===== config.mk =====
export PLATFORM = sky130hd
export DESIGN_NAME = polled_key_scanner_long_press_top_flat
export DESIGN_NICKNAME = d
export VERILOG_FILES = /design/src/pks_pkg.sv /design/src/pks_in_if.sv /design/src/pks_out_if.sv /design/src/polled_key_scanner_long_press_top.sv /design/src/pks_lane.sv /design/src/pks_merge.sv /design/src/flat_wrapper.sv
export SDC_FILE = /design/constraint.sdc
export NUM_CORES = 1
export LEC_CHECK = 0
export BUFFER_PORTS_ARGS = -buffer_cell sky130_fd_sc_hd__buf_2
export CAP_MARGIN = 10
export CORE_ASPECT_RATIO = 0.7
export CORE_MARGIN = 3
export CORE_UTILIZATION = 61
export DETAILED_ROUTE_END_ITERATION = 7
export PLACE_DENSITY_LB_ADDON = 0.1
export SYNTH_ARGS = -nofsm -noshare
export SYNTH_HDL_FRONTEND = slang
export SYNTH_HIERARCHICAL = 1
export SYNTH_SLANG_ARGS = --single-unit

===== constraint.sdc =====
create_clock -name i_clk -period 5.4 [get_ports i_clk]
set_input_delay 0 -clock i_clk [delete_from_list [all_inputs] [get_ports i_clk]]
set_output_delay 0 -clock i_clk [all_outputs]
set_load 0.1 [all_outputs]

===== src/pks_pkg.sv =====
// ----------------------------------------------------------------------------
// pks_pkg
// Shared types and constants for the polled key scanner with long press.
// ----------------------------------------------------------------------------
package pks_pkg;

    localparam int MASK_W   = 6;
    localparam int KEY_W    = 3;
    localparam int COUNT_W  = 2;
    localparam int THRESH_W = 16;
    localparam int PHASE_W  = 2;
    localparam int CFG_IDX_W  = 1;
    localparam int CFG_DATA_W = 16;

    localparam logic [PHASE_W-1:0] PHASE_FIRST = 2'd0;
    localparam logic [PHASE_W-1:0] PHASE_LAST  = 2'd2;

    localparam logic [THRESH_W-1:0] THRESH_RESET = 16'd100;

    localparam logic EVENT_HIT  = 1'b0;
    localparam logic EVENT_LONG = 1'b1;

    localparam logic [CFG_IDX_W-1:0] REG_LONG_THRESHOLD = 1'd0;
    localparam logic [CFG_IDX_W-1:0] REG_BEEP_ENABLE    = 1'd1;

    typedef struct packed {
        logic long_cand;
        logic hit_cand;
        logic phase_zero;
    } t_lane_status;

    typedef struct packed {
        logic long_grant;
        logic hit_grant;
    } t_lane_grant;

    typedef struct packed {
        logic [COUNT_W-1:0] message_count;
        logic [KEY_W-1:0]   first_key;
        logic               first_event;
        logic [KEY_W-1:0]   second_key;
        logic               second_event;
        logic               beep;
    } t_result;

endpackage


===== src/pks_in_if.sv =====
// ----------------------------------------------------------------------------
// pks_in_if
// Scan tick channel: pressed level of every key.
// ----------------------------------------------------------------------------
interface pks_in_if;

    logic                       valid;
    logic                       ready;
    logic [pks_pkg::MASK_W-1:0] pressed_mask;

    modport source (output valid, output pressed_mask, input ready);
    modport sink   (input valid, input pressed_mask, output ready);

endinterface


===== src/pks_out_if.sv =====
// ----------------------------------------------------------------------------
// pks_out_if
// Key message channel: up to two messages and the beeper level per tick.
// ----------------------------------------------------------------------------
interface pks_out_if;

    logic                        valid;
    logic                        ready;
    logic [pks_pkg::COUNT_W-1:0] message_count;
    logic [pks_pkg::KEY_W-1:0]   first_key;
    logic                        first_event;
    logic [pks_pkg::KEY_W-1:0]   second_key;
    logic                        second_event;
    logic                        beep;

    modport source (output valid, output message_count, output first_key,
                    output first_event, output second_key, output second_event,
                    output beep, input ready);
    modport sink   (input valid, input message_count, input first_key,
                    input first_event, input second_key, input second_event,
                    input beep, output ready);

endinterface


===== src/polled_key_scanner_long_press_top.sv =====
// ----------------------------------------------------------------------------
// polled_key_scanner_long_press_top
// Keypad scanner with hit reports and long-press repeat.
// ----------------------------------------------------------------------------
// Takes one scan tick per clock cycle and returns exactly one message set per
// tick, registered: the result of a tick is offered the cycle after its
// transfer, and a new tick is taken whenever the output register is empty or
// being drained. One lane per key updates its state in the transfer cycle and
// a single merge stage picks the long push or up to two hits. Configuration
// writes take effect on the next tick.
module polled_key_scanner_long_press_top #(
    parameter int KEY_COUNT    = 6,
    parameter int MAX_MESSAGES = 2,
    parameter int HOLD_WIDTH   = 16
) (
    input  logic                               i_clk,
    input  logic                               i_rst_n,
    input  logic                               i_cfg_we,
    input  logic [pks_pkg::CFG_IDX_W-1:0]      i_cfg_idx,
    input  logic [pks_pkg::CFG_DATA_W-1:0]     i_cfg_data,
    pks_in_if.sink                             i_in,
    pks_out_if.source                          o_out
);

    logic [pks_pkg::THRESH_W-1:0] r_threshold;
    logic                         r_beep_enable;
    logic                         r_valid;
    pks_pkg::t_result             r_result;

    logic                  accept;
    pks_pkg::t_lane_status status [KEY_COUNT];
    pks_pkg::t_lane_grant  grant  [KEY_COUNT];
    pks_pkg::t_result      n_result;

    always_ff @(posedge i_clk) begin
        if (!i_rst_n) begin
            r_threshold   <= pks_pkg::THRESH_RESET;
            r_beep_enable <= 1'b0;
        end else if (i_cfg_we) begin
            case (i_cfg_idx)
                pks_pkg::REG_LONG_THRESHOLD: r_threshold <= i_cfg_data[pks_pkg::THRESH_W-1:0];
                pks_pkg::REG_BEEP_ENABLE:    r_beep_enable <= i_cfg_data[0];
                default: ;
            endcase
        end
    end

    assign i_in.ready = !r_valid || o_out.ready;
    assign accept     = i_in.valid && i_in.ready;

    for (genvar k = 0; k < KEY_COUNT; k++) begin : g_lane
        logic pressed;
        if (k < pks_pkg::MASK_W) begin : g_used
            assign pressed = i_in.pressed_mask[k];
        end else begin : g_spare
            assign pressed = 1'b0;
        end
        pks_lane #(
            .HOLD_WIDTH (HOLD_WIDTH)
        ) u_lane (
            .i_clk       (i_clk),
            .i_rst_n     (i_rst_n),
            .i_en        (accept),
            .i_pressed   (pressed),
            .i_threshold (r_threshold),
            .i_grant     (grant[k]),
            .o_status    (status[k])
        );
    end

    pks_merge #(
        .KEY_COUNT    (KEY_COUNT),
        .MAX_MESSAGES (MAX_MESSAGES)
    ) u_merge (
        .i_beep_enable (r_beep_enable),
        .i_status      (status),
        .o_grant       (grant),
        .o_result      (n_result)
    );

    always_ff @(posedge i_clk) begin
        if (!i_rst_n) begin
            r_valid <= 1'b0;
        end else if (accept) begin
            r_valid <= 1'b1;
        end else if (o_out.ready) begin
            r_valid <= 1'b0;
        end
    end

    always_ff @(posedge i_clk) begin
        if (accept) begin
            r_result <= n_result;
        end
    end

    assign o_out.valid         = r_valid;
    assign o_out.message_count = r_result.message_count;
    assign o_out.first_key     = r_result.first_key;
    assign o_out.first_event   = r_result.first_event;
    assign o_out.second_key    = r_result.second_key;
    assign o_out.second_event  = r_result.second_event;
    assign o_out.beep          = r_result.beep;

    a_count_range: assert property (@(posedge i_clk) disable iff (!i_rst_n)
        r_valid |-> r_result.message_count != 2'd3)
        else $error("message count out of range");

    a_beep_hit: assert property (@(posedge i_clk) disable iff (!i_rst_n)
        r_valid && r_result.beep |->
            r_result.message_count != 2'd0 && r_result.first_event == pks_pkg::EVENT_HIT
            && r_beep_enable)
        else $error("beep without a reported hit");

    a_long_alone: assert property (@(posedge i_clk) disable iff (!i_rst_n)
        r_valid && r_result.first_event == pks_pkg::EVENT_LONG |->
            r_result.message_count == 2'd1 && !r_result.beep)
        else $error("long push shares the tick with other messages");

    a_unused_slot: assert property (@(posedge i_clk) disable iff (!i_rst_n)
        r_valid && r_result.message_count != 2'd2 |->
            r_result.second_key == '0 && r_result.second_event == 1'b0)
        else $error("unused message slot not zero");

endmodule


===== src/pks_lane.sv =====
// ----------------------------------------------------------------------------
// pks_lane
// Per-key state: held flag, saturating hold counter, reported flag and
// repeat phase.
// ----------------------------------------------------------------------------
module pks_lane #(
    parameter int HOLD_WIDTH = 16
) (
    input  logic                             i_clk,
    input  logic                             i_rst_n,
    input  logic                             i_en,
    input  logic                             i_pressed,
    input  logic [pks_pkg::THRESH_W-1:0]     i_threshold,
    input  pks_pkg::t_lane_grant             i_grant,
    output pks_pkg::t_lane_status            o_status
);

    localparam int CMP_W = (HOLD_WIDTH > pks_pkg::THRESH_W) ? HOLD_WIDTH : pks_pkg::THRESH_W;
    localparam logic [HOLD_WIDTH-1:0] HOLD_MAX = {HOLD_WIDTH{1'b1}};

    logic                        r_held;
    logic [HOLD_WIDTH-1:0]       r_count;
    logic                        r_reported;
    logic [pks_pkg::PHASE_W-1:0] r_phase;

    logic                        n_held;
    logic [HOLD_WIDTH-1:0]       n_count;
    logic                        n_reported;
    logic [pks_pkg::PHASE_W-1:0] n_phase;

    always_comb begin
        n_held = i_pressed;
        if (!i_pressed || !r_held) begin
            n_count = '0;
        end else if (r_count != HOLD_MAX) begin
            n_count = r_count + 1'b1;
        end else begin
            n_count = r_count;
        end
        n_reported = i_pressed && (r_reported || i_grant.hit_grant);
        if (i_grant.long_grant) begin
            n_phase = (r_phase == pks_pkg::PHASE_LAST) ? pks_pkg::PHASE_FIRST
                                                      : r_phase + 1'b1;
        end else if (i_grant.hit_grant) begin
            n_phase = pks_pkg::PHASE_FIRST;
        end else begin
            n_phase = r_phase;
        end
    end

    assign o_status.long_cand  = CMP_W'(n_count) > CMP_W'(i_threshold);
    assign o_status.hit_cand   = i_pressed && !r_reported;
    assign o_status.phase_zero = r_phase == pks_pkg::PHASE_FIRST;

    always_ff @(posedge i_clk) begin
        if (!i_rst_n) begin
            r_held     <= 1'b0;
            r_count    <= '0;
            r_reported <= 1'b0;
            r_phase    <= pks_pkg::PHASE_FIRST;
        end else if (i_en) begin
            r_held     <= n_held;
            r_count    <= n_count;
            r_reported <= n_reported;
            r_phase    <= n_phase;
        end
    end

endmodule


===== src/pks_merge.sv =====
// ----------------------------------------------------------------------------
// pks_merge
// Combine lane findings: lowest long-push key wins, otherwise the lowest
// one or two unreported keys take a hit each.
// ----------------------------------------------------------------------------
module pks_merge #(
    parameter int KEY_COUNT    = 6,
    parameter int MAX_MESSAGES = 2
) (
    input  logic                  i_beep_enable,
    input  pks_pkg::t_lane_status i_status [KEY_COUNT],
    output pks_pkg::t_lane_grant  o_grant  [KEY_COUNT],
    output pks_pkg::t_result      o_result
);

    localparam bit TWO_SLOTS = MAX_MESSAGES >= 2;

    logic [KEY_COUNT-1:0] long_vec;
    logic [KEY_COUNT-1:0] hit_vec;
    logic [KEY_COUNT-1:0] phase_vec;
    logic [KEY_COUNT-1:0] long_sel;
    logic [KEY_COUNT-1:0] hit_sel1;
    logic [KEY_COUNT-1:0] hit_rest;
    logic [KEY_COUNT-1:0] hit_sel2;
    logic [KEY_COUNT-1:0] hit_grant;
    logic                 long_any;
    logic                 long_emit;
    logic                 hit1_any;
    logic                 hit2_any;
    logic [pks_pkg::KEY_W-1:0] long_key;
    logic [pks_pkg::KEY_W-1:0] hit1_key;
    logic [pks_pkg::KEY_W-1:0] hit2_key;

    always_comb begin
        for (int k = 0; k < KEY_COUNT; k++) begin
            long_vec[k]  = i_status[k].long_cand;
            hit_vec[k]   = i_status[k].hit_cand;
            phase_vec[k] = i_status[k].phase_zero;
        end
    end

    assign long_sel = long_vec & (~long_vec + 1'b1);
    assign long_any = |long_vec;
    assign long_emit = |(long_sel & phase_vec);

    assign hit_sel1 = hit_vec & (~hit_vec + 1'b1);
    assign hit_rest = hit_vec & ~hit_sel1;
    assign hit_sel2 = TWO_SLOTS ? (hit_rest & (~hit_rest + 1'b1)) : '0;
    assign hit_grant = long_any ? '0 : (hit_sel1 | hit_sel2);
    assign hit1_any = !long_any && (|hit_sel1);
    assign hit2_any = !long_any && (|hit_sel2);

    always_comb begin
        long_key = '0;
        hit1_key = '0;
        hit2_key = '0;
        for (int k = 0; k < KEY_COUNT; k++) begin
            if (long_sel[k]) long_key = long_key | pks_pkg::KEY_W'(k);
            if (hit_sel1[k]) hit1_key = hit1_key | pks_pkg::KEY_W'(k);
            if (hit_sel2[k]) hit2_key = hit2_key | pks_pkg::KEY_W'(k);
        end
    end

    always_comb begin
        for (int k = 0; k < KEY_COUNT; k++) begin
            o_grant[k].long_grant = long_sel[k];
            o_grant[k].hit_grant  = hit_grant[k];
        end
    end

    always_comb begin
        o_result = '0;
        if (long_any) begin
            if (long_emit) begin
                o_result.message_count = pks_pkg::COUNT_W'(1);
                o_result.first_key     = long_key;
                o_result.first_event   = pks_pkg::EVENT_LONG;
            end
        end else if (hit1_any) begin
            o_result.first_key     = hit1_key;
            o_result.first_event   = pks_pkg::EVENT_HIT;
            o_result.beep          = i_beep_enable;
            if (hit2_any) begin
                o_result.message_count = pks_pkg::COUNT_W'(2);
                o_result.second_key    = hit2_key;
                o_result.second_event  = pks_pkg::EVENT_HIT;
            end else begin
                o_result.message_count = pks_pkg::COUNT_W'(1);
            end
        end
    end

endmodule

===== src/flat_wrapper.sv =====
// flat-port wrapper written by rule: the top's interface ports become plain ports
module polled_key_scanner_long_press_top_flat 
#(
    parameter int KEY_COUNT    = 6,
    parameter int MAX_MESSAGES = 2,
    parameter int HOLD_WIDTH   = 16
)
  (i_clk, i_rst_n, i_cfg_we, i_cfg_idx, i_cfg_data, i_in_valid, i_in_pressed_mask, i_in_ready, o_out_valid, o_out_message_count, o_out_first_key, o_out_first_event, o_out_second_key, o_out_second_event, o_out_beep, o_out_ready);
  pks_in_if i_in_i ();
  pks_out_if o_out_i ();
  input  logic i_clk;
  input  logic i_rst_n;
  input  logic i_cfg_we;
  input  logic [pks_pkg::CFG_IDX_W-1:0] i_cfg_idx;
  input  logic [pks_pkg::CFG_DATA_W-1:0] i_cfg_data;
  input wire logic [$bits(i_in_i.valid)-1:0] i_in_valid;
  input wire logic [$bits(i_in_i.pressed_mask)-1:0] i_in_pressed_mask;
  output wire logic [$bits(i_in_i.ready)-1:0] i_in_ready;
  output wire logic [$bits(o_out_i.valid)-1:0] o_out_valid;
  output wire logic [$bits(o_out_i.message_count)-1:0] o_out_message_count;
  output wire logic [$bits(o_out_i.first_key)-1:0] o_out_first_key;
  output wire logic [$bits(o_out_i.first_event)-1:0] o_out_first_event;
  output wire logic [$bits(o_out_i.second_key)-1:0] o_out_second_key;
  output wire logic [$bits(o_out_i.second_event)-1:0] o_out_second_event;
  output wire logic [$bits(o_out_i.beep)-1:0] o_out_beep;
  input wire logic [$bits(o_out_i.ready)-1:0] o_out_ready;
  assign i_in_i.valid = i_in_valid;
  assign i_in_i.pressed_mask = i_in_pressed_mask;
  assign i_in_ready = i_in_i.ready;
  assign o_out_valid = o_out_i.valid;
  assign o_out_message_count = o_out_i.message_count;
  assign o_out_first_key = o_out_i.first_key;
  assign o_out_first_event = o_out_i.first_event;
  assign o_out_second_key = o_out_i.second_key;
  assign o_out_second_event = o_out_i.second_event;
  assign o_out_beep = o_out_i.beep;
  assign o_out_i.ready = o_out_ready;
  polled_key_scanner_long_press_top #(.KEY_COUNT(KEY_COUNT), .MAX_MESSAGES(MAX_MESSAGES), .HOLD_WIDTH(HOLD_WIDTH)) u_core (.i_clk(i_clk), .i_rst_n(i_rst_n), .i_cfg_we(i_cfg_we), .i_cfg_idx(i_cfg_idx), .i_cfg_data(i_cfg_data), .i_in(i_in_i), .o_out(o_out_i));
endmodule

==> run summary <==
HP Class - in -> reg
quantity of I/O buffers inserted on ports - 40
vias in the first global route - 10895
Root Driver - clkbuf_16
pwr dens - 207 mW/mm2
WL met1 - 15800 um
diode count - 0
CTS Sinks - 149
Final setup violation count - 0
DR iter-0 viols - 1475
io pins - 41
CP max-delay cell - or4_1
initial antenna violation count - 0
Largest delay share family, worst path - simple AND/OR/NAND/NOR gates
post-cts resize count - 0
Synth area leaders - dfxtp_1, ha_1, a21oi_1
gpl congestion - 0.978
Worst-path clk slew - 0.07 ns
Avg Synthesized Cell Area - 7.54 um2
Post-layout nets - 1748
Top Metal Used - met4
Synth Register Bits - 149
max incr delay on CP - 0.64 ns
All-Layer GR Usage - 31.7%
RSZ-0062 raised after global routing - false
Final Slew Violations - 0
Critical Path End Type - flip-flop
Placed Area - 0.0122 mm2
Starting Density - 62.9%
CTS hold repair buffers - 41
post-layout min period - 4.95 ns
final hold viol count - 0
Via Count - 12124
Synth Flop Type - dfxtp_1
largest net degree at the start of global routing - 80
final instance area - 0.0132 mm2
Final HPWL DP - 23300 um
DIE WIDTH - 174 um
Synth cell types - 81
EDFF count, synth - 11
Max Freq - 202 MHz
Post-synth top cells - nor2_1, nand2_1, a21oi_1, dfxtp_1, inv_1
Buffers & Inverters on Critical Path - 0
setup bufs post-CTS - 0
Max-Slew Margin vs Limit - 47.9%
routed wl met2 - 15000 um
first-pass GRT wire length - 55100 um
CTS buffer count - 17
maximum clock path buffer count - 2
Pleak - 4.88 nW
later-pin clock latency in the skew report - 0.44 ns
register area share after synthesis - 25.7%
top cell type's share of synthesized area - 22.9%
Die ar. - 0.0215 mm2
CP Data Required Time - 5.71 ns
drt pass-1 iters - 6
share of cells above drive strength 1 - 8.46%
Worst IR Drop VDD - 0.221 mV
post-synth top area cell - dfxtp_1
Core Area - 0.0191 mm2
outcome - complete, no violations
asr flop ratio synth - 0%
syn_nets - 1727
WP data arrival - 5.27 ns
setup_tns - 0 ns
worst slew pin tran - 0.781 ns
CTS tree - built
Layout area overhead - 9.63%
Ys Warns - 6
Max-cap violations - 0
crit path cell chain - ha_1 -> nand3_1 -> a211oi_2 -> and2b_1 -> xnor2_1 -> nor2_1 -> ha_1 -> nand3_1 -> a21oi_1 -> a211oi_1 -> a21oi_1 -> or4_1 -> nor3_4 -> o21ai_0 -> nor2_1 -> o21ai_0 -> a21oi_1 -> nor2_1
Avg WL per Cell - 18.2 um
# DRC - 0
row cnt - 42
Synth Instances - 1597
worst-path maximum fanout - 10
WL met3 - 2970 um
die height - 124 um
antenna-violating nets left - 0
Mapped Area - 0.0120 mm2
H-tree depth - 4
Crit Path Class - reg -> reg
Worst Setup Start Kind - flip-flop
most common cell in the netlist - nor2_1
clk_skew - 0.00923 ns
WL final - 34600 um
Tcrit/Tclk final - 91.7%
DR vias/cell - 6.40
remaining global-route overflow - 0
[sequential cells by signal, indices dropped and copies added, names as in the netlist]
signal and cells:
u_core/g_lane.u_lane/r_count 96, u_core/g_lane.u_lane/r_held 6, u_core/g_lane.u_lane/r_phase 12, u_core/g_lane.u_lane/r_reported 6, u_core/o_out.beep 1, u_core/o_out.first_event 1, u_core/o_out.first_key 3, u_core/o_out.message_count 2
u_core/o_out.second_event 1, u_core/o_out.second_key 3, u_core/o_out.valid 1, u_core/r_beep_enable 1, u_core/r_threshold 16
[layout make-up]
cell class	count	area, um2
repair buffers	86	661
fillers	1635	5930
clock buffers	18	450
multi-input cells	1242	8080
inverters	122	458
well taps	264	330
flip-flops and latches	149	3090
clock inverters	14	130
[worst paths after layout]
check | slack, ns | start | depth (start not counted) | to
worst max register to register | 0.45 | u_core/g_lane[3].u_lane/r_count[0]$_SDFFE_PN0P_ | 18 | u_core/g_lane[3].u_lane/r_phase[0]$_SDFFE_PN0P_
worst max-delay path | 0.45 | u_core/g_lane[3].u_lane/r_count[0]$_SDFFE_PN0P_ | 18 | u_core/g_lane[3].u_lane/r_phase[0]$_SDFFE_PN0P_
worst min register to register | 0.47 | u_core/g_lane[2].u_lane/r_reported$_SDFFE_PN0P_ | 2 | u_core/g_lane[2].u_lane/r_reported$_SDFFE_PN0P_
worst min-delay path | 0.10 | i_cfg_we | 3 | u_core/r_threshold[0]$_SDFFE_PN0P_
[power by group]
group | leakage [nW] | switching [mW] | internal [mW] | total (mW)
Clock | 0.279 | 0.563 | 0.635 | 1.20
Combinational | 3.38 | 0.249 | 0.111 | 0.360
Sequential | 1.22 | 0.0360 | 1.13 | 1.17
Total | 4.88 | 0.848 | 1.88 | 2.73
[worst reg2reg max path, stage by stage (launching register included)]
cell and delay [ns]:
dfxtp_1 0.45, ha_1 0.37, nand3_1 0.33, a211oi_2 0.47, and2b_1 0.22, xnor2_1 0.12, nor2_1 0.07, ha_1 0.33
nand3_1 0.08, a21oi_1 0.09, a211oi_1 0.35, a21oi_1 0.17, or4_1 0.64, nor3_4 0.37, o21ai_0 0.23, nor2_1 0.17
o21ai_0 0.12, a21oi_1 0.21, nor2_1 0.05
[metal layers]
layer / track usage [%] / vias to the layer above
li1: - / 5859
met1: 44.9 / 5644
met2: 49.0 / 556
met3: 5.62 / 65
met4: 10.4 / 0
met5: 0 / -
[metrics by stage]
step	std cells	hold slack, ns	util, %	power, mW	worst slack, ns
CTS	1895	0.0663	69.0	2.73	0.609
finish	1895	0.102	69.0	2.73	0.448
global placement	1822	0.250	63.8	1.51	0.719
detailed placement	1822	0.260	63.8	1.52	0.635
floorplan	1597	0.117	-	1.43	1.29
global route	1895	0.0913	69.0	2.82	0.0347
[placed cells by master (no fill, tap or decap), drive strengths merged, types with 18 or more instances in the layout]
cell         count
a211oi          28
a21oi          145
a31oi           23
and3            32
buf             45
clkbuf          18
dfxtp          138
dlygate4sd3     41
ha             102
inv            130
mux2i           26
nand2          152
nand3           84
nand4           51
nor2           171
nor2b           21
nor3            33
nor4            29
o21ai           74
xnor2           19
xor2            38
[kinds of logic after synthesis]
kind of cell | after synthesis | synth area share (%)
other cells | 1 | 0.0311
xor+xnor | 57 | 4.15
buf+inv | 206 | 7.24
compound gates | 399 | 21.7
fa+ha+maj | 102 | 10.6
flops | 149 | 25.7
simple gates | 656 | 28.4
mux | 27 | 2.26
(Power assumes the default switching activity.)
